**config.mk**
```make
export PLATFORM = sky130hd
export DESIGN_NAME = power_scene_fsm
export DESIGN_NICKNAME = d
export VERILOG_FILES = /design/src/rtl/pse_pkg.sv /design/src/rtl/pse_front.sv /design/src/rtl/pse_queue.sv /design/src/rtl/pse_core.sv /design/src/rtl/power_scene_fsm.sv
export SDC_FILE = /design/constraint.sdc
export NUM_CORES = 1
export LEC_CHECK = 0
export BUFFER_PORTS_ARGS = -buffer_cell sky130_fd_sc_hd__buf_4
export CAP_MARGIN = 20
export CORE_MARGIN = 1
export CORE_UTILIZATION = 60
export CTS_CLUSTER_DIAMETER = 150
export DETAILED_ROUTE_END_ITERATION = 16
export PLACE_DENSITY = 0.87
export SYNTH_ARGS = -nofsm -noshare
export SYNTH_HDL_FRONTEND = slang
export SYNTH_SLANG_ARGS = --single-unit
```
**constraint.sdc**
```tcl
create_clock -name clk -period 6.1 [get_ports clk]
set_input_delay 0.305 -clock clk [delete_from_list [all_inputs] [get_ports clk]]
set_output_delay 0.305 -clock clk [all_outputs]
set_load 0.005 [all_outputs]
```
**src/rtl/pse_pkg.sv**
```systemverilog
// ----------------------------------------------------------------------------
// pse_pkg
// Shared types, codes and constants of the power scene controller.
// ----------------------------------------------------------------------------
package pse_pkg;

  localparam int HINT_W        = 20;
  localparam int CNT_BITS_DEF  = 20;
  localparam logic [HINT_W-1:0] COOLDOWN_RST = 20'd3000;

  localparam int CFG_DATA_W    = 32;
  localparam int CFG_ADDR_W    = 5;

  localparam int QUEUE_DEPTH   = 4;
  localparam int QUEUE_PTR_W   = $clog2(QUEUE_DEPTH);
  localparam int QUEUE_CNT_W   = $clog2(QUEUE_DEPTH + 1);

  localparam int IN_TDATA_W    = 24;
  localparam int IN_TUSER_W    = 2;
  localparam int OUT_TDATA_W   = 8;

  // commands
  localparam logic [1:0] CMD_TICK  = 2'd0;
  localparam logic [1:0] CMD_EVENT = 2'd1;
  localparam logic [1:0] CMD_QUERY = 2'd2;

  // event codes
  localparam logic [3:0] EV_HEAVY_START = 4'd0;
  localparam logic [3:0] EV_HEAVY_END   = 4'd1;
  localparam logic [3:0] EV_DOWN        = 4'd2;
  localparam logic [3:0] EV_UP          = 4'd3;
  localparam logic [3:0] EV_SWIPE       = 4'd4;
  localparam logic [3:0] EV_GESTURE     = 4'd5;
  localparam logic [3:0] EV_JUNK        = 4'd6;
  localparam logic [3:0] EV_SWITCH      = 4'd7;
  localparam logic [3:0] EV_TIMEOUT     = 4'd8;

  // scenes
  localparam logic [2:0] SC_IDLE    = 3'd0;
  localparam logic [2:0] SC_TOUCH   = 3'd1;
  localparam logic [2:0] SC_TRIGGER = 3'd2;
  localparam logic [2:0] SC_GESTURE = 3'd3;
  localparam logic [2:0] SC_JUNK    = 3'd4;
  localparam logic [2:0] SC_SWITCH  = 3'd5;
  localparam logic [2:0] SC_BOOST   = 3'd6;

  // register indexes
  localparam logic [2:0] REG_TOUCH_HINT   = 3'd0;
  localparam logic [2:0] REG_TRIGGER_HINT = 3'd1;
  localparam logic [2:0] REG_GESTURE_HINT = 3'd2;
  localparam logic [2:0] REG_JUNK_HINT    = 3'd3;
  localparam logic [2:0] REG_SWITCH_HINT  = 3'd4;
  localparam logic [2:0] REG_COOLDOWN     = 3'd5;

  typedef struct packed {
    logic [1:0] cmd;
    logic [3:0] ev;
    logic       load_over;
  } item_t;

  typedef struct packed {
    logic [HINT_W-1:0] touch_hint;
    logic [HINT_W-1:0] trigger_hint;
    logic [HINT_W-1:0] gesture_hint;
    logic [HINT_W-1:0] junk_hint;
    logic [HINT_W-1:0] sw_hint;
    logic [HINT_W-1:0] cooldown;
  } cfg_t;

endpackage

```
**src/rtl/pse_front.sv**
```systemverilog
// ----------------------------------------------------------------------------
// pse_front
// Accepts command words and classifies them into queue entries.
// ----------------------------------------------------------------------------
module pse_front import pse_pkg::*; (
  input  logic                  in_tvalid,
  output logic                  in_tready,
  input  logic [IN_TUSER_W-1:0] in_tuser,  // command
  input  logic [IN_TDATA_W-1:0] in_tdata,  // event_code, load_level, load_threshold
  input  logic                  q_full,
  output logic                  q_push,
  output item_t                 q_item
);

  logic [9:0] load_level;
  logic [9:0] load_threshold;

  assign load_level     = in_tdata[13:4];
  assign load_threshold = in_tdata[23:14];

  assign in_tready = !q_full;
  assign q_push    = in_tvalid && !q_full;

  always_comb begin
    q_item.cmd       = in_tuser;
    q_item.ev        = in_tdata[3:0];
    // load decision settled here, the back end only selects it
    q_item.load_over = (load_level > load_threshold);
  end

endmodule

```
**src/rtl/pse_queue.sv**
```systemverilog
// ----------------------------------------------------------------------------
// pse_queue
// Short FIFO between the front end and the scene engine.
// ----------------------------------------------------------------------------
module pse_queue import pse_pkg::*; (
  input  logic  clk,
  input  logic  rst_n,
  input  logic  push,
  input  item_t push_item,
  output logic  full,
  input  logic  pop,
  output logic  empty,
  output item_t head
);

  item_t                  mem_r [QUEUE_DEPTH];
  logic [QUEUE_PTR_W-1:0] wr_ptr_r;
  logic [QUEUE_PTR_W-1:0] rd_ptr_r;
  logic [QUEUE_CNT_W-1:0] count_r;
  logic [QUEUE_CNT_W-1:0] count_nxt;

  assign full  = (count_r == QUEUE_CNT_W'(QUEUE_DEPTH));
  assign empty = (count_r == '0);
  assign head  = mem_r[rd_ptr_r];

  always_comb begin
    count_nxt = count_r;
    if (push && !pop) begin
      count_nxt = count_r + 1'b1;
    end else if (pop && !push) begin
      count_nxt = count_r - 1'b1;
    end
  end

  always_ff @(posedge clk) begin
    if (push) begin
      mem_r[wr_ptr_r] <= push_item;
    end
  end

  always_ff @(posedge clk) begin
    if (!rst_n) begin
      wr_ptr_r <= '0;
      rd_ptr_r <= '0;
      count_r  <= '0;
    end else begin
      if (push) begin
        wr_ptr_r <= wr_ptr_r + 1'b1;
      end
      if (pop) begin
        rd_ptr_r <= rd_ptr_r + 1'b1;
      end
      count_r <= count_nxt;
    end
  end

endmodule

```
**src/rtl/pse_core.sv**
```systemverilog
// ----------------------------------------------------------------------------
// pse_core
// Scene engine: one queued command per cycle unless stalled; registers the result.
// ----------------------------------------------------------------------------
module pse_core import pse_pkg::*; #(
  parameter int COUNTER_BITS = CNT_BITS_DEF
) (
  input  logic                   clk,
  input  logic                   rst_n,
  input  cfg_t                   cfg,
  input  logic                   q_empty,
  input  item_t                  q_head,
  output logic                   q_pop,
  output logic                   out_tvalid,
  input  logic                   out_tready,
  output logic [OUT_TDATA_W-1:0] out_tdata
);

  localparam int CMP_W = (COUNTER_BITS > HINT_W) ? COUNTER_BITS : HINT_W;

  logic [2:0]              scene_r, scene_nxt;
  logic [COUNTER_BITS-1:0] elapsed_r, elapsed_nxt;
  logic [COUNTER_BITS-1:0] since_r, since_nxt;
  logic                    heavy_r, heavy_nxt;
  logic                    exit_r, exit_nxt;
  logic                    out_valid_r;
  logic [2:0]              out_scene_r;
  logic                    out_changed_r;
  logic                    out_boost_r;

  logic [COUNTER_BITS-1:0] elapsed_inc;
  logic [COUNTER_BITS-1:0] since_inc;
  logic [HINT_W-1:0]       hint;
  logic                    changed;
  logic                    boost;

  assign q_pop = !q_empty && (!out_valid_r || out_tready);

  assign elapsed_inc = (elapsed_r == '1) ? elapsed_r : elapsed_r + 1'b1;
  assign since_inc   = (since_r == '1) ? since_r : since_r + 1'b1;

  always_comb begin
    case (scene_r)
      SC_TOUCH:   hint = cfg.touch_hint;
      SC_TRIGGER: hint = cfg.trigger_hint;
      SC_GESTURE: hint = cfg.gesture_hint;
      SC_JUNK:    hint = cfg.junk_hint;
      SC_SWITCH:  hint = cfg.sw_hint;
      default:    hint = '0;
    endcase
  end

  always_comb begin
    scene_nxt   = scene_r;
    elapsed_nxt = elapsed_r;
    since_nxt   = since_r;
    heavy_nxt   = heavy_r;
    exit_nxt    = exit_r;
    boost       = 1'b0;
    case (q_head.cmd)
      CMD_TICK: begin
        elapsed_nxt = elapsed_inc;
        since_nxt   = since_inc;
        if (hint != '0 && CMP_W'(elapsed_inc) >= CMP_W'(hint)) begin
          scene_nxt = (scene_r == SC_TOUCH) ? SC_IDLE : SC_TOUCH;
        end
      end
      CMD_EVENT: begin
        if (q_head.ev == EV_HEAVY_START) begin
          heavy_nxt = 1'b1;
          scene_nxt = SC_BOOST;
        end else begin
          case (scene_r)
            SC_IDLE: begin
              if (q_head.ev == EV_DOWN) scene_nxt = SC_TOUCH;
              else if (q_head.ev == EV_SWITCH) scene_nxt = SC_SWITCH;
            end
            SC_TOUCH: begin
              if (q_head.ev == EV_UP) scene_nxt = SC_TRIGGER;
              else if (q_head.ev inside {EV_SWIPE, EV_GESTURE}) scene_nxt = SC_GESTURE;
              else if (q_head.ev == EV_JUNK) scene_nxt = SC_JUNK;
              else if (q_head.ev == EV_SWITCH) scene_nxt = SC_SWITCH;
              else if (q_head.ev == EV_TIMEOUT) scene_nxt = SC_IDLE;
            end
            SC_TRIGGER, SC_JUNK: begin
              if (q_head.ev inside {EV_TIMEOUT, EV_UP}) scene_nxt = SC_TOUCH;
              else if (q_head.ev == EV_SWITCH) scene_nxt = SC_SWITCH;
            end
            SC_GESTURE: begin
              if (q_head.ev == EV_TIMEOUT) scene_nxt = SC_TOUCH;
              else if (q_head.ev == EV_SWITCH) scene_nxt = SC_SWITCH;
            end
            SC_SWITCH: begin
              if (q_head.ev == EV_TIMEOUT) scene_nxt = SC_TOUCH;
            end
            SC_BOOST: begin
              // leaving boost on heavy_end starts the cooldown window
              if (q_head.ev == EV_HEAVY_END) begin
                heavy_nxt = 1'b0;
                exit_nxt  = 1'b1;
                since_nxt = '0;
                scene_nxt = SC_TOUCH;
              end else if (q_head.ev == EV_TIMEOUT) begin
                scene_nxt = SC_IDLE;
              end
            end
            default: ;
          endcase
        end
      end
      CMD_QUERY: begin
        if (heavy_r) begin
          boost = 1'b1;
        end else if (exit_r && CMP_W'(since_r) < CMP_W'(cfg.cooldown)) begin
          boost = 1'b0;
        end else begin
          boost = q_head.load_over;
        end
      end
      default: ;
    endcase
    changed = (scene_nxt != scene_r);
    if (changed) begin
      elapsed_nxt = '0;
    end
  end

  always_ff @(posedge clk) begin
    if (!rst_n) begin
      scene_r     <= SC_IDLE;
      elapsed_r   <= '0;
      since_r     <= '0;
      heavy_r     <= 1'b0;
      exit_r      <= 1'b0;
      out_valid_r <= 1'b0;
    end else begin
      if (q_pop) begin
        scene_r     <= scene_nxt;
        elapsed_r   <= elapsed_nxt;
        since_r     <= since_nxt;
        heavy_r     <= heavy_nxt;
        exit_r      <= exit_nxt;
        out_valid_r <= 1'b1;
      end else if (out_tready) begin
        out_valid_r <= 1'b0;
      end
    end
  end

  always_ff @(posedge clk) begin
    if (q_pop) begin
      out_scene_r   <= scene_nxt;
      out_changed_r <= changed;
      out_boost_r   <= boost;
    end
  end

  assign out_tvalid = out_valid_r;
  assign out_tdata  = {3'b000, out_boost_r, out_changed_r, out_scene_r};

endmodule

```
**src/rtl/power_scene_fsm.sv**
```systemverilog
// ----------------------------------------------------------------------------
// power_scene_fsm
// Scene controller for a power manager.
// ----------------------------------------------------------------------------
// Usage:
//   Input stream: one command word per handshake; in_tuser carries the command
//   (tick, event, boost query), in_tdata the event code and the two load values.
//   Output stream: exactly one result word per command: scene after the
//   command, scene-changed flag and boost answer.
//   Configuration: APB-style port, six 20-bit registers at byte addresses
//   0x00..0x14 (five scene hint times, boost cooldown); write only while idle.
// Data flow:
//   An accepted command is first written into the queue; the scene engine
//   then pops it from the queue head and registers it into the result word,
//   which the receiver takes. One command per cycle is sustained while
//   out_tready stays high; the scene engine applies one queued command per
//   cycle, and the rate is set by that single registered state update.
// Reset and stall:
//   Synchronous reset returns the scene to idle, clears both timers and flags,
//   loads the register defaults and empties the four-word queue. While the
//   receiver holds out_tready low the result word stays, the queue keeps
//   filling, and in_tready drops once four words are waiting.
// ----------------------------------------------------------------------------
module power_scene_fsm import pse_pkg::*; #(
  parameter int COUNTER_BITS = CNT_BITS_DEF
) (
  input  logic                   clk,
  input  logic                   rst_n,
  input  logic                   in_tvalid,
  output logic                   in_tready,
  input  logic [IN_TUSER_W-1:0]  in_tuser,   // [1:0] command
  input  logic [IN_TDATA_W-1:0]  in_tdata,   // [3:0] event_code, [13:4] load_level,
                                             // [23:14] load_threshold
  output logic                   out_tvalid,
  input  logic                   out_tready,
  output logic [OUT_TDATA_W-1:0] out_tdata,  // [2:0] scene, [3] scene_changed,
                                             // [4] boost_needed, [7:5] zero
  input  logic                   cfg_psel,
  input  logic                   cfg_penable,
  input  logic                   cfg_pwrite,
  input  logic [CFG_ADDR_W-1:0]  cfg_paddr,
  input  logic [CFG_DATA_W-1:0]  cfg_pwdata,
  output logic [CFG_DATA_W-1:0]  cfg_prdata,
  output logic                   cfg_pready
);

  cfg_t       cfg_r;
  logic       cfg_wr;
  logic [2:0] cfg_idx;
  logic       q_full;
  logic       q_push;
  logic       q_pop;
  logic       q_empty;
  item_t      q_item;
  item_t      q_head;

  assign cfg_pready = 1'b1;
  assign cfg_idx    = cfg_paddr[4:2];
  assign cfg_wr     = cfg_psel && cfg_penable && cfg_pwrite;

  always_ff @(posedge clk) begin
    if (!rst_n) begin
      cfg_r.touch_hint   <= '0;
      cfg_r.trigger_hint <= '0;
      cfg_r.gesture_hint <= '0;
      cfg_r.junk_hint    <= '0;
      cfg_r.sw_hint      <= '0;
      cfg_r.cooldown     <= COOLDOWN_RST;
    end else if (cfg_wr) begin
      case (cfg_idx)
        REG_TOUCH_HINT:   cfg_r.touch_hint   <= cfg_pwdata[HINT_W-1:0];
        REG_TRIGGER_HINT: cfg_r.trigger_hint <= cfg_pwdata[HINT_W-1:0];
        REG_GESTURE_HINT: cfg_r.gesture_hint <= cfg_pwdata[HINT_W-1:0];
        REG_JUNK_HINT:    cfg_r.junk_hint    <= cfg_pwdata[HINT_W-1:0];
        REG_SWITCH_HINT:  cfg_r.sw_hint      <= cfg_pwdata[HINT_W-1:0];
        REG_COOLDOWN:     cfg_r.cooldown     <= cfg_pwdata[HINT_W-1:0];
        default: ;
      endcase
    end
  end

  always_comb begin
    case (cfg_idx)
      REG_TOUCH_HINT:   cfg_prdata = CFG_DATA_W'(cfg_r.touch_hint);
      REG_TRIGGER_HINT: cfg_prdata = CFG_DATA_W'(cfg_r.trigger_hint);
      REG_GESTURE_HINT: cfg_prdata = CFG_DATA_W'(cfg_r.gesture_hint);
      REG_JUNK_HINT:    cfg_prdata = CFG_DATA_W'(cfg_r.junk_hint);
      REG_SWITCH_HINT:  cfg_prdata = CFG_DATA_W'(cfg_r.sw_hint);
      REG_COOLDOWN:     cfg_prdata = CFG_DATA_W'(cfg_r.cooldown);
      default:          cfg_prdata = '0;
    endcase
  end

  pse_front u_front (
    .in_tvalid (in_tvalid),
    .in_tready (in_tready),
    .in_tuser  (in_tuser),
    .in_tdata  (in_tdata),
    .q_full    (q_full),
    .q_push    (q_push),
    .q_item    (q_item)
  );

  pse_queue u_queue (
    .clk       (clk),
    .rst_n     (rst_n),
    .push      (q_push),
    .push_item (q_item),
    .full      (q_full),
    .pop       (q_pop),
    .empty     (q_empty),
    .head      (q_head)
  );

  pse_core #(
    .COUNTER_BITS (COUNTER_BITS)
  ) u_core (
    .clk        (clk),
    .rst_n      (rst_n),
    .cfg        (cfg_r),
    .q_empty    (q_empty),
    .q_head     (q_head),
    .q_pop      (q_pop),
    .out_tvalid (out_tvalid),
    .out_tready (out_tready),
    .out_tdata  (out_tdata)
  );

endmodule

```
==> impl.org, run 1 <==
** Setup path
- Broken down by cell family, the worst path's largest delay share belongs to simple AND/OR/NAND/NOR gates.
- The number of buffers and inverters on the critical path is 1.
- The worst setup path is captured at a flop.
- Critical path type :: reg -> reg
- Longest individual stage delay on the worst path :: 0.51 ns
- The slowest stage of the critical path is the nor4_1 cell.
- Crit start category :: flop
- The critical path goes through and2_1 -> and2_1 -> nand4_1 -> nor4_1 -> nand3_1 -> nand4_1 -> inv_1 -> and4_1 -> xor2_1 -> ha_1 -> a21o_1 -> a21o_1 -> a21oi_1 -> o21ai_0 -> a21oi_1 -> a2111oi_0 -> a211oi_2 -> and3_2 -> a21oi_1 -> o21ai_0.
- Worst path required time :: between 6 and 7 ns
- Cell repeated most along the worst path :: a21oi_1
- Arrival time at the worst endpoint :: roughly 6 ns
- In this run the worst path has a maximum fanout of 21.

** GRT
- In the global route stage, overall resource usage came out at 0.337.
- Entering global routing, the biggest net connects between 100 and 150 pins.
- The via count of the first global-routing pass is 10.1k.
- Summed over all layers, the global routing overflow is 0.
- The initial antenna violation count was 0.
- Global-route wire length before repair :: around 52 mm

** Floorplanning
- Measured along the x axis, the die boundary spans 141 um.
- For this configuration, the core starts out at a cell density of 0.615.
- The die covers around 20000 sq um.
- between 100 and 150 I/O pins were placed.
- FP Rows :: 50
- The core region is 18800 sq um.
- Die extent in y :: approximately 140 um

** STA
- RSZ-0062 raised after global routing :: false
- Slew margin rel. :: 0.225
- Based on the critical path, the design can be clocked at up to approximately 180 MHz.
- Final count of negative-setup-slack endpoints :: 0
- Between clock sinks in the finished design, the worst skew comes to about 0.016 ns.
- The max-slew violation total from the final report is 0.
- The smallest clock period supported by the final layout is computed as approximately 5.6 ns.
- For the pin with the worst max-slew slack, the measured transition is approximately 1.2 ns.
- The number of hold violations in the final report came to 0.
- Period utilisation layout :: 0.910
- Setup TNS Final :: 0 ns

** Finish
- Share of post-route cells with drive strength above 1 :: 0.132
- Final core occ :: 0.682
- The repair_antennas step left the layout with diodes totalling 0.
- Signed area change from the synthesized netlist to the final layout :: 10.9%
- Leading cell type in the layout, fill and taps excluded :: nand2_1
- The library cells used most frequently in the layout, excluding fill and tap cells, are 288 x nand2_1, 175 x dfxtp_1, 143 x a21oi_1.
- Net total in the final layout :: about 1.5k

** Routing
- Post-DR vias/cell :: around 6.6
- Detailed-routing iteration count for the pre-antenna-repair pass :: 7
- The final layout contains routed wiring with a total length of between 30 and 40 mm.
- After the first detailed-routing iteration, the DRC count stood at around 1.5k.
- Remaining DRCs :: 0
- Vias after detailed routing :: around 11k
- Residual antenna-violating net count after detailed routing :: 0
- After detailed routing, the average wire length per cell comes to 20.8 um.

** Placement
- Final GP Congestion :: approximately 0.9
- Detailed placement ended at an HPWL of roughly 22 mm.
- PortBufs :: slightly above 80

** Min path
- The path class of the tightest hold or removal check is in -> reg.

** Clock tree
- Number of buffers added by the clock tree synthesis step :: 23
- For this design, the sink count on the clock tree is 208.
- CTS placed an instance of clkbuf_16 at the clock tree root.
- Insertion delay of the later-clocked pin in the worst-skew pair :: about 0.54 ns
- The clock passes through at most 3 buffers.
- Clock-pin slew was measured on the worst setup and hold paths at about 0.070 ns.
- Htree depth :: 1
- Post-CTS sizing :: 0
- TritonCTS built the clock tree.

** Synthesis
- Post-synth top area share :: 0.304
- Each instance of the synthesized netlist takes up on average approximately 8.5 sq um.
- Async set or reset register ratio after synthesis :: 0
- Counting flops with a built-in enable in the synthesized netlist gives 33.
- Cell Area, Synth :: between 10000 and 15000 sq um
- Area leader, netlist :: dfxtp_1
- For this run, the register share of the synthesized area comes to 0.390.
- Post-synth top flop :: dfxtp_1
- Largest cells by area after synthesis :: dfxtp_1 30%, nand2_1 9.4%, edfxtp_1 8.6%
- The synthesized design contains ~210 register bits.
- The number of different library cells used by synthesis comes to roughly 80.
- Yosys synthesis warning count :: 0
- Synthesis handed over a netlist of between 1k and 1.5k instances.

** Run status
- The run finished with clean final reports.

** Power
- Cell leakage power :: roughly 4.9 nW
- Largest voltage drop on the vdd net :: between 0.2 and 0.3 mV
- For this design the ratio of total power to cell area is 373 nW/um^2.

** Job
- Max-cap violations in this run came to 0.
## cells in the mapped netlist (all sizes together), types with 8 or more instances
cell type    n
xor2        15
ha          56
a221o       29
a22oi       63
a22o        13
mux2i       12
edfxtp      33
nor3        11
a21oi      144
xnor2       20
clkbuf      67
nor4        11
nand2      288
and2        12
mux2        16
nand3       41
a21o        20
nor2        59
o21ai       32
dfxtp      175
buf         38
and3        20
inv         47
a221oi       9
o211ai       8
nand4       17
## final cells by class
class / instances / area, sq um
tap: 234 / 293
clock buffer: 29 / 618
sequential: 208 / 4490
multi-input combinational: 1005 / 6310
inverter: 48 / 183
clock inverter: 13 / 110
timing repair buffer: 103 / 788
fill: 1428 / 5970
## worst register-to-register path: stages, from the launching register on
cell and delay, ns:
dfxtp_1 0.43, and2_1 0.19, and2_1 0.18, nand4_1 0.27
nor4_1 0.51, nand3_1 0.33, nand4_1 0.37, inv_1 0.12
and4_1 0.23, xor2_1 0.23, ha_1 0.30, a21o_1 0.21
a21o_1 0.19, a21oi_1 0.13, o21ai_0 0.13, a21oi_1 0.35
a2111oi_0 0.14, a211oi_2 0.32, and3_2 0.50, a21oi_1 0.13
o21ai_0 0.20
## metrics by stage
step	worst slack, ns	hold WS (ns)	instances	power (mW)	instance area, sq um
floorplan	1.68	0.404	1366	2.95	11600
global placement	0.953	0.455	1592	3.32	12000
detailed placement	0.820	0.463	1592	3.35	12000
CTS	0.695	0.0510	1640	4.70	12800
global route	0.0337	0.0602	1640	4.96	12800
finish	0.549	0.0562	1640	4.77	12800
## path summary, 6_finish.rpt
path                                     from                                 to  slack, ns  depth (start not counted)
max reg2reg  u_core.elapsed_r[3]$_SDFFE_PN0P_  u_core.elapsed_r[11]$_SDFFE_PN0P_       0.55                         20
min                            cfg_pwdata[10]            cfg_r[110]$_SDFFE_PN0P_       0.06                          3
min reg2reg            cfg_r[56]$_SDFFE_PN0P_             cfg_r[56]$_SDFFE_PN0P_       0.47                          2
max          u_core.elapsed_r[3]$_SDFFE_PN0P_  u_core.elapsed_r[11]$_SDFFE_PN0P_       0.55                         20
## metal layers
metal  vias up  global-route usage  routed length, um
li1       4884                   -                  -
met1      4998               0.430              12900
met2       737               0.539              15300
met3       171              0.0737               4270
met4         0               0.167               1680
met5         -                   0                  0
## power by group
group	internal, mW	switching [mW]
combinational	0.688	1.15
clock	0.767	0.595
sequential	1.49	0.0773
total	2.95	1.82
## kinds of logic after synthesis
group	synth area share
simple gates	0.199
compound gates	0.212
flops	0.390
buf+inv	0.0700
fa+ha+maj	0.0625
xor+xnor	0.0266
mux	0.0400
other cells	0.000651
## registers in the layout (all words and copies together) (netlist names), named ones only
name and flops:
u_queue.wr_ptr_r 2, u_core.out_changed_r 1, u_core.exit_r 1, u_core.out_boost_r 1, u_core.out_scene_r 3, u_queue.mem_r 28
u_core.scene_r 3, cfg_r 120, u_core.heavy_r 1, u_core.since_r 20, u_core.elapsed_r 20, u_queue.rd_ptr_r 2
u_core.out_tvalid 1, u_queue.count_r 3
## what timing repair did
item / CTS / global route
buffers inserted: 0 / 0
hold buffers: 6 / 0
setup endpoints to repair: 0 / 0
endpoints found under the hold margin: 24 / 0
Note: power is estimated with default switching activity, not from simulation.
==> run 2, diff against run 1 <==
--- a/config.mk
+++ b/config.mk
@@ -7,11 +7,13 @@
 export LEC_CHECK = 0
 export BUFFER_PORTS_ARGS = -buffer_cell sky130_fd_sc_hd__buf_4
 export CAP_MARGIN = 20
+export CELL_PAD_IN_SITES_DETAIL_PLACEMENT = 1
+export CELL_PAD_IN_SITES_GLOBAL_PLACEMENT = 2
 export CORE_MARGIN = 1
-export CORE_UTILIZATION = 60
+export CORE_UTILIZATION = 36
 export CTS_CLUSTER_DIAMETER = 150
 export DETAILED_ROUTE_END_ITERATION = 16
-export PLACE_DENSITY = 0.87
+export PLACE_DENSITY = 0.85
 export SYNTH_ARGS = -nofsm -noshare
 export SYNTH_HDL_FRONTEND = slang
 export SYNTH_SLANG_ARGS = --single-unit
==> run 2 against run 1 <==
Clock power rose by 18%. Power up 6.3%. Critical endpoint unchanged. Maximum frequency grew 0.29%. Critical path type unchanged.
==> impl.org, run 2 (same netlist as run 1, synthesis figures left out) <==
** Run status
- Status :: completed

** Routing
- Post-DR vias/cell :: 5.77 (-12%)
- The number of optimization iterations in the first detailed-route pass is 5 (-2).
- Post-detailed-route wirelength per cell :: 22.2 um (+6.6%)
- Post-detailed-routing wire length :: 40.4 mm (+18%)
- The total number of vias was 10.5k (-2.9%).
- Number of DRC markers in iteration 0 :: 625 (-57%)
- The residual antenna-violating net count after detailed routing was 0 (unchanged).
- The number of design rule violations left after detail routing is 0 (unchanged).

** STA
- Final count of negative-setup-slack endpoints :: 0 (unchanged)
- Min Tclk post-route :: 5.54 ns (-0.0161 ns)
- The share of the cycle needed by the critical path after routing is 0.907 (-0.00265).
- The transition time of the tightest slew-check pin is 1.17 ns (+0.00417 ns).
- Slew margin rel. :: 0.222 (-0.00278)
- The setup clock skew after layout came to 0.0193 ns (+0.00286 ns).
- The maximum operating frequency is 181 MHz (+0.29%).
- Endpoints failing hold :: 0 (unchanged)
- Final number of max-transition violations :: 0 (unchanged)
- The setup total negative slack is 0 ns (unchanged).
- RSZ-0062 raised after global routing :: false

** Setup path
- Worst path required time :: 6.58 ns (+0.04 ns)
- Longest individual stage delay on the worst path :: 0.56 ns (+0.05 ns)
- The maximum fanout along the worst path came to 16 (-24%).
- The combined buffer and inverter count along the critical path was 0 (-1).
- The slowest stage of the critical path is the o211a_1 cell.
- Logic depth of the worst register-to-register path :: 19 (-5.0%)
- End of the worst register-to-register path :: u_core.elapsed_r[11]$_SDFFE_PN0P_
- The arrival time reported for the critical path endpoint is 6.01 ns (+0.02 ns).
- Element type at the critical path end :: flop
- Worst-path cell chain :: and2_1 -> and2_1 -> nand4_1 -> nor4_1 -> nand3_1 -> nand4_1 -> nor2_1 -> xnor2_1 -> ha_1 -> a21o_1 -> a21o_1 -> a221oi_1 -> o21ai_0 -> a21oi_1 -> a2111oi_0 -> a211oi_2 -> o211a_1 -> a21oi_1 -> o21ai_0
- Critical path type :: reg -> reg
- Grouping stages by cell kind, the critical path spends the most delay in compound AO/OA/AOI/OAI gates.
- Crit start category :: flop
- The register-to-register path setup slack was 0.56 ns (+0.02 ns).
- The startpoint identified for the worst register-to-register timing path is u_core.elapsed_r[3]$_SDFFE_PN0P_.

** Power
- Largest voltage drop on the vdd net :: 0.242 mV (-14%)
- The total power is 5.07 mW (+6.3%).
- The static leakage power is 5.04 nW (+2.4%).
- The ratio of total power to cell area was 383 nW/um^2 (+2.8%).

** GRT
- The overall fraction of global-route tracks in use came to 0.245 (-0.0921).
- The pin count of the biggest net entering global routing came to 90 (-13%).
- Global-route wire length before repair :: 62.0 mm (+18%)
- The overflow left after global routing was 0 (unchanged).
- The initial antenna violation count came to 0 (unchanged).
- The via count of the first global-routing pass is 10.6k (+5.1%).

** Placement
- The total of buffers placed on input and output ports is 82 (unchanged).
- Final GP Congestion :: 0.833 (-9.0%)
- Dpl hpwl :: 27.4 mm (+24%)

** Finish
- Commonest cells after routing, fill and taps aside :: 288 x nand2_1, 175 x dfxtp_1, 143 x a21oi_1
- Ranked by flip-flop count, first place goes to cfg_r.
- Net total in the final layout :: 1525 (+0.59%)
- The number of antenna repair diodes is 0 (unchanged).
- Leaving out fill and tap cells, the most frequent cell in the layout is nand2_1.
- The largest registers in the layout are cfg_r x120, u_queue.mem_r x28.
- The fraction of final layout cells sized beyond drive strength 1 came to 0.140 (+0.00825).
- The number of flip-flops in the largest register was 120 (unchanged).
- Filler Cell Count :: 3723 (+160%)
- Signed area change from the synthesized netlist to the final layout :: 14.7%

** Clock tree
- Number of buffers added by the clock tree synthesis step :: 27 (+17%)
- Post-CTS Setup Bufs :: 0 (unchanged)
- The insertion delay to the later sink of the worst-skew pair was 0.56 ns (+0.02 ns).
- Htree depth :: 1 (unchanged)
- CTS Root Cell :: clkbuf_16
- CTS clock-pin slew for the worst setup and hold paths :: 0.06 ns (about the same)
- The clock net sink count was 208 (unchanged).
- The buffer depth of the longest clock path is 3 (unchanged).
- TritonCTS built the clock tree.

** Floorplanning
- Die boundary width :: 181 um (+29%)
- The count of boundary I/O pins came to 113 (unchanged).
- CORE AREA :: 31600 sq um (+68%)
- The number of cell rows was 65 (+30%).
- Initial core utilization :: 0.366 (-0.249)
- Die extent in y :: 181 um (+29%)
- Area enclosed by the die boundary :: 32800 sq um (+66%)

** Min path
- Capture endpoint of the worst hold path :: u_core.out_tvalid$_SDFFE_PN0P_
- Origin of the worst min-delay path :: out_tready
- Hold/Removal Path Class :: in -> reg
- The number of cells traversed by the worst hold path was 4 (+1).

** Job
- Max_cap viols :: 0 (unchanged)
## run 2: cell count changes in the layout (fill, tap and decap cells not counted), sizes merged
cell	delta
buf	+5
clkbuf	+8
bufinv	+1
clkinvlp	-1
clkinv	-3
## run 2: worst max path at each step
stage / startpoint / to / slack, ns / cells after the start
floorplan: u_core.elapsed_r[3]$_SDFFE_PN0P_ / u_core.elapsed_r[5]$_SDFFE_PN0P_ / 1.68 / 21
global route: u_core.elapsed_r[3]$_SDFFE_PN0P_ / u_core.elapsed_r[11]$_SDFFE_PN0P_ / 0.14 / 19
global placement: u_core.elapsed_r[3]$_SDFFE_PN0P_ / u_core.elapsed_r[13]$_SDFFE_PN0P_ / 0.83 / 19
finish: u_core.elapsed_r[3]$_SDFFE_PN0P_ / u_core.elapsed_r[11]$_SDFFE_PN0P_ / 0.56 / 19
detailed placement: u_core.elapsed_r[3]$_SDFFE_PN0P_ / u_core.elapsed_r[11]$_SDFFE_PN0P_ / 0.65 / 19
CTS: u_core.elapsed_r[3]$_SDFFE_PN0P_ / u_core.elapsed_r[11]$_SDFFE_PN0P_ / 0.57 / 19
## run 2: tightest hold or removal path, stage by stage
cell	delay, ns
buf_4	0.08
inv_1	0.05
nand2_1	0.06
a21oi_1	0.05
## run 2: where the power goes
part           total (mW)  switching [mW]  internal (mW)
registers            1.57          0.0802           1.49
clock network        1.60           0.640          0.958
logic                1.89            1.21          0.686
## run 2: repair_timing
| action | CTS | global route |
|---|---|---|
| gates resized for setup | 0 | 0 |
| endpoints found under the hold margin | 24 | 0 |
| hold buffers | 6 | 0 |
## run 2: layout make-up
class / instances / area (sq um) / share of cell area
timing repair buffer: 108 / 853 / 0.0645
multi-input combinational: 1005 / 6310 / 0.477
clock buffer: 37 / 763 / 0.0577
tap: 402 / 503 / 0.0380
sequential: 208 / 4490 / 0.340
clock inverter: 10 / 121 / 0.00917
inverter: 48 / 183 / 0.0138
## run 2: through the flow
step | utilization | cell area [sq um] | worst slack, ns | cells | hold WS [ns]
floorplan | - | 11600 | 1.68 | 1366 | 0.404
global placement | 0.388 | 12200 | 0.826 | 1763 | 0.455
detailed placement | 0.388 | 12200 | 0.648 | 1763 | 0.463
CTS | 0.418 | 13200 | 0.572 | 1816 | 0.0236
global route | 0.419 | 13200 | 0.143 | 1818 | 0.0333
finish | 0.419 | 13200 | 0.565 | 1818 | 0.0299
## run 2: per-layer routing
layer | track usage | wire length [um]
met1 | 0.328 | 17800
met2 | 0.400 | 18800
met3 | 0.0377 | 2400
met4 | 0.0824 | 1330
met5 | 0 | 0
==> run 3, diff against run 2 <==
--- a/config.mk
+++ b/config.mk
@@ -10,10 +10,11 @@
 export CELL_PAD_IN_SITES_DETAIL_PLACEMENT = 1
 export CELL_PAD_IN_SITES_GLOBAL_PLACEMENT = 2
 export CORE_MARGIN = 1
-export CORE_UTILIZATION = 36
+export CORE_UTILIZATION = 38
+export CTS_BUF_LIST = sky130_fd_sc_hd__clkbuf_4 sky130_fd_sc_hd__clkbuf_8
 export CTS_CLUSTER_DIAMETER = 150
 export DETAILED_ROUTE_END_ITERATION = 16
-export PLACE_DENSITY = 0.85
+export PLACE_DENSITY = 0.89
 export SYNTH_ARGS = -nofsm -noshare
 export SYNTH_HDL_FRONTEND = slang
 export SYNTH_SLANG_ARGS = --single-unit
==> run 3 against run 2 <==
Sequential share of layout area is essentially flat. Non-clock buffer count fell by 3. Global-route usage grew 1.5 points. Final cell count is 0.55% higher. Utilization rose by 2.6 points. Clock skew rose by 0.0037 ns.
==> impl.org, run 3 (same netlist as run 1, synthesis figures left out) <==
** Run status
- The run finished with clean final reports.

** Setup path
- STA classifies the critical path endpoint as a flop.
- The critical path starts at u_core.elapsed_r[3]$_SDFFE_PN0P_.
- Slowest cell on the critical path :: nor4_1
- The cell family contributing the most delay on the critical path is simple AND/OR/NAND/NOR gates.
- The maximum cell stage delay along the critical path was 0.51 ns (-0.05 ns).
- Crit start category :: flop
- Worst path required time :: 6.58 ns (about the same)
- Arrival time at the worst endpoint :: 5.93 ns (-0.08 ns)
- The setup path with the least slack is of type reg -> reg.
- The combined buffer and inverter count along the critical path came to 0 (unchanged).
- In this run the critical register-to-register path is launched from u_core.elapsed_r[3]$_SDFFE_PN0P_.
- Critical Path Fanout Max :: 21 (+5)
- The signal on the critical path passes through and2_1 -> and2_1 -> nand4_1 -> nor4_1 -> nand3_1 -> nand4_1 -> nor2_1 -> xnor2_1 -> ha_1 -> a21o_1 -> a21o_1 -> a221oi_1 -> o21ai_0 -> a21oi_1 -> a2111oi_0 -> a211oi_2 -> and3_2 -> a21oi_1 -> a31oi_1.

** Min path
- The min-delay analysis places its worst path in the category in -> reg.
- The startpoint identified for the worst hold timing path is cfg_pwdata[2].

** STA
- The max-slew violation total from the final report came to 0 (unchanged).
- Period utilisation layout :: 0.894 (-0.0136)
- The minimum clock period came to 5.45 ns (-0.0832 ns).
- The worst relative slew slack is 0.182 (-0.0396).
- Final count of negative-setup-slack endpoints :: 0 (unchanged)
- Top achievable clock speed :: 183 MHz (+1.5%)
- RSZ-0062 raised after global routing :: false
- Setup TNS Final :: 0 ns (unchanged)
- Worst Tran Pin Value :: 1.23 ns (+0.0594 ns)
- Endpoints failing hold :: 0 (unchanged)
- Layout Skew :: 0.0231 ns (+0.00373 ns)

** Routing
- Residual antenna-violating net count after detailed routing :: 0 (unchanged)
- The routed wire length was 40.3 mm (about the same).
- Number of DRC markers in iteration 0 :: 632 (+1.1%)
- The routed length on met2 is 19.6 mm (+4.1%).
- The amount of wire on met3 after detailed routing was 2.11 mm (-12%).
- Remaining DRCs :: 0 (unchanged)
- Detailed-routing iteration count for the pre-antenna-repair pass :: 5 (unchanged)
- The total number of vias is 10.6k (+1.2%).
- Highest routed metal layer :: met4
- Post-detailed-route wirelength per cell :: 22.1 um (-0.59%)
- The routed metal-1 wirelength was 17.4 mm (-2.4%).
- The per-cell via count in the routed design came to 5.80 (+0.68%).

** Clock tree
- TritonCTS built the clock tree.
- Maximum buffer depth of the clock tree :: 3 (unchanged)
- CTS clock-pin slew for the worst setup and hold paths :: 0.06 ns (about the same)
- Num Clock Sinks :: 208 (unchanged)
- The H-tree depth reported by CTS came to 2 (+1).
- CTS Root Cell :: clkbuf_8
- Insertion delay of the later-clocked pin in the worst-skew pair :: 0.56 ns (about the same)
- The CTS buffer count was 41 (+52%).

** Floorplanning
- The total die area is 31100 sq um (-5.2%).
- CORE AREA :: 29700 sq um (-5.8%)
- The die width is 176 um (-2.6%).
- Initial core utilization :: 0.388 (+0.0226)
- The number of cell rows is 63 (-3.1%).
- Die extent in y :: 176 um (-2.6%)
- The count of boundary I/O pins is 113 (unchanged).

** GRT
- Global-route wire length before repair :: 62.1 mm (about the same)
- Residual overflow from global routing :: 0 (unchanged)
- Number of global-route vias before repair :: 10.9k (+2.6%)
- The pin count of the biggest net entering global routing is 99 (+10%).
- The initial antenna violation count was 0 (unchanged).
- Overall fraction of global-route tracks in use :: 0.260 (+0.0154)

** Finish
- In the layout the commonest cells are 288 x nand2_1, 175 x dfxtp_1, 143 x a21oi_1.
- The number of flip-flops in the largest register was 120 (unchanged).
- Number of antenna diodes :: 0 (unchanged)
- The core occupancy in the finished layout was 0.445 (+0.0262).
- The post-route cell area came to 13200 sq um (about the same).
- cfg_r holds more flip-flops than any other register.
- The library cell used most frequently in the layout, excluding fill and tap cells, is nand2_1.
- The largest registers in the layout are cfg_r x120, u_queue.mem_r x28.
- The filler-free cell count of the finished design came to 1828 (+0.55%).
- Signed area change from the synthesized netlist to the final layout :: 14.8% (about the same)
- The post-layout net count came to 1536 (+0.72%).
- The fraction of final layout cells sized beyond drive strength 1 is 0.155 (+0.0152).

** Placement
- The last weighted congestion value of the routability-driven placer is 0.849 (+1.9%).
- The area after detailed placement is 12200 sq um (-0.27%).
- Total placed cells including tap cells :: 1747 (-0.91%)
- The total of buffers placed on input and output ports is 82 (unchanged).
- Dpl hpwl :: 27.0 mm (-1.3%)

** Power
- Cell leakage power :: 5.06 nW (+0.45%)
- The worst vdd rail ir drop was 0.230 mV (-5.0%).
- The ratio of total power to cell area is 380 nW/um^2 (-0.71%).

** Job
- Max_cap viols :: 0 (unchanged)
[run 3: layer usage]
metal,global-route usage,up-vias
li1,-,4935
met1,0.325,5292
met2,0.445,300
met3,0.0444,83
met4,0.0975,0
met5,0,-
[run 3: where the power goes]
group | leakage, nW | total, mW | switching (mW) | internal [mW]
clock network | 0.466 | 1.57 | 0.654 | 0.918
logic | 2.87 | 1.86 | 1.17 | 0.689
registers | 1.72 | 1.60 | 0.102 | 1.49
total | 5.06 | 5.03 | 1.93 | 3.10
[run 3: path summary, 6_finish.rpt]
kind	to	slack, ns	depth (start not counted)
max reg2reg	u_core.elapsed_r[0]$_SDFFE_PN0P_	0.65	19
min	cfg_r[62]$_SDFFE_PN0P_	0.04	3
max	u_core.elapsed_r[0]$_SDFFE_PN0P_	0.65	19
min reg2reg	cfg_r[36]$_SDFFE_PN0P_	0.47	2
[run 3: cell type report]
type                            count  area, sq um
Timing Repair Buffer              105          863
Clock inverter                     14          150
Fill cell                        3528        16500
Multi-Input combinational cell   1005         6310
Sequential cell                   208         4490
Tap cell                          390          488
Clock buffer                       58          748
Inverter                           48          183
[run 3: what timing repair did]
item / CTS / global route
hold endpoints to repair: 24 / 0
hold buffers: 6 / 0
resized for setup: 0 / 0
setup endpoints to repair: 0 / 0
buffers inserted: 0 / 0
[run 3: per-stage QoR]
step	worst slack, ns	power, mW	hold WS, ns
after floorplan	1.68	2.95	0.404
final	0.648	5.03	0.0404
after global placement	0.815	3.41	0.457
after CTS	0.623	5.03	0.0215
after detailed placement	0.692	3.45	0.462
after global routing	0.167	5.27	0.0309
[run 3: worst min-delay path, cell delays in order]
cell	delay [ns]
buf_4	0.13
nand2_1	0.05
a21oi_1	0.05
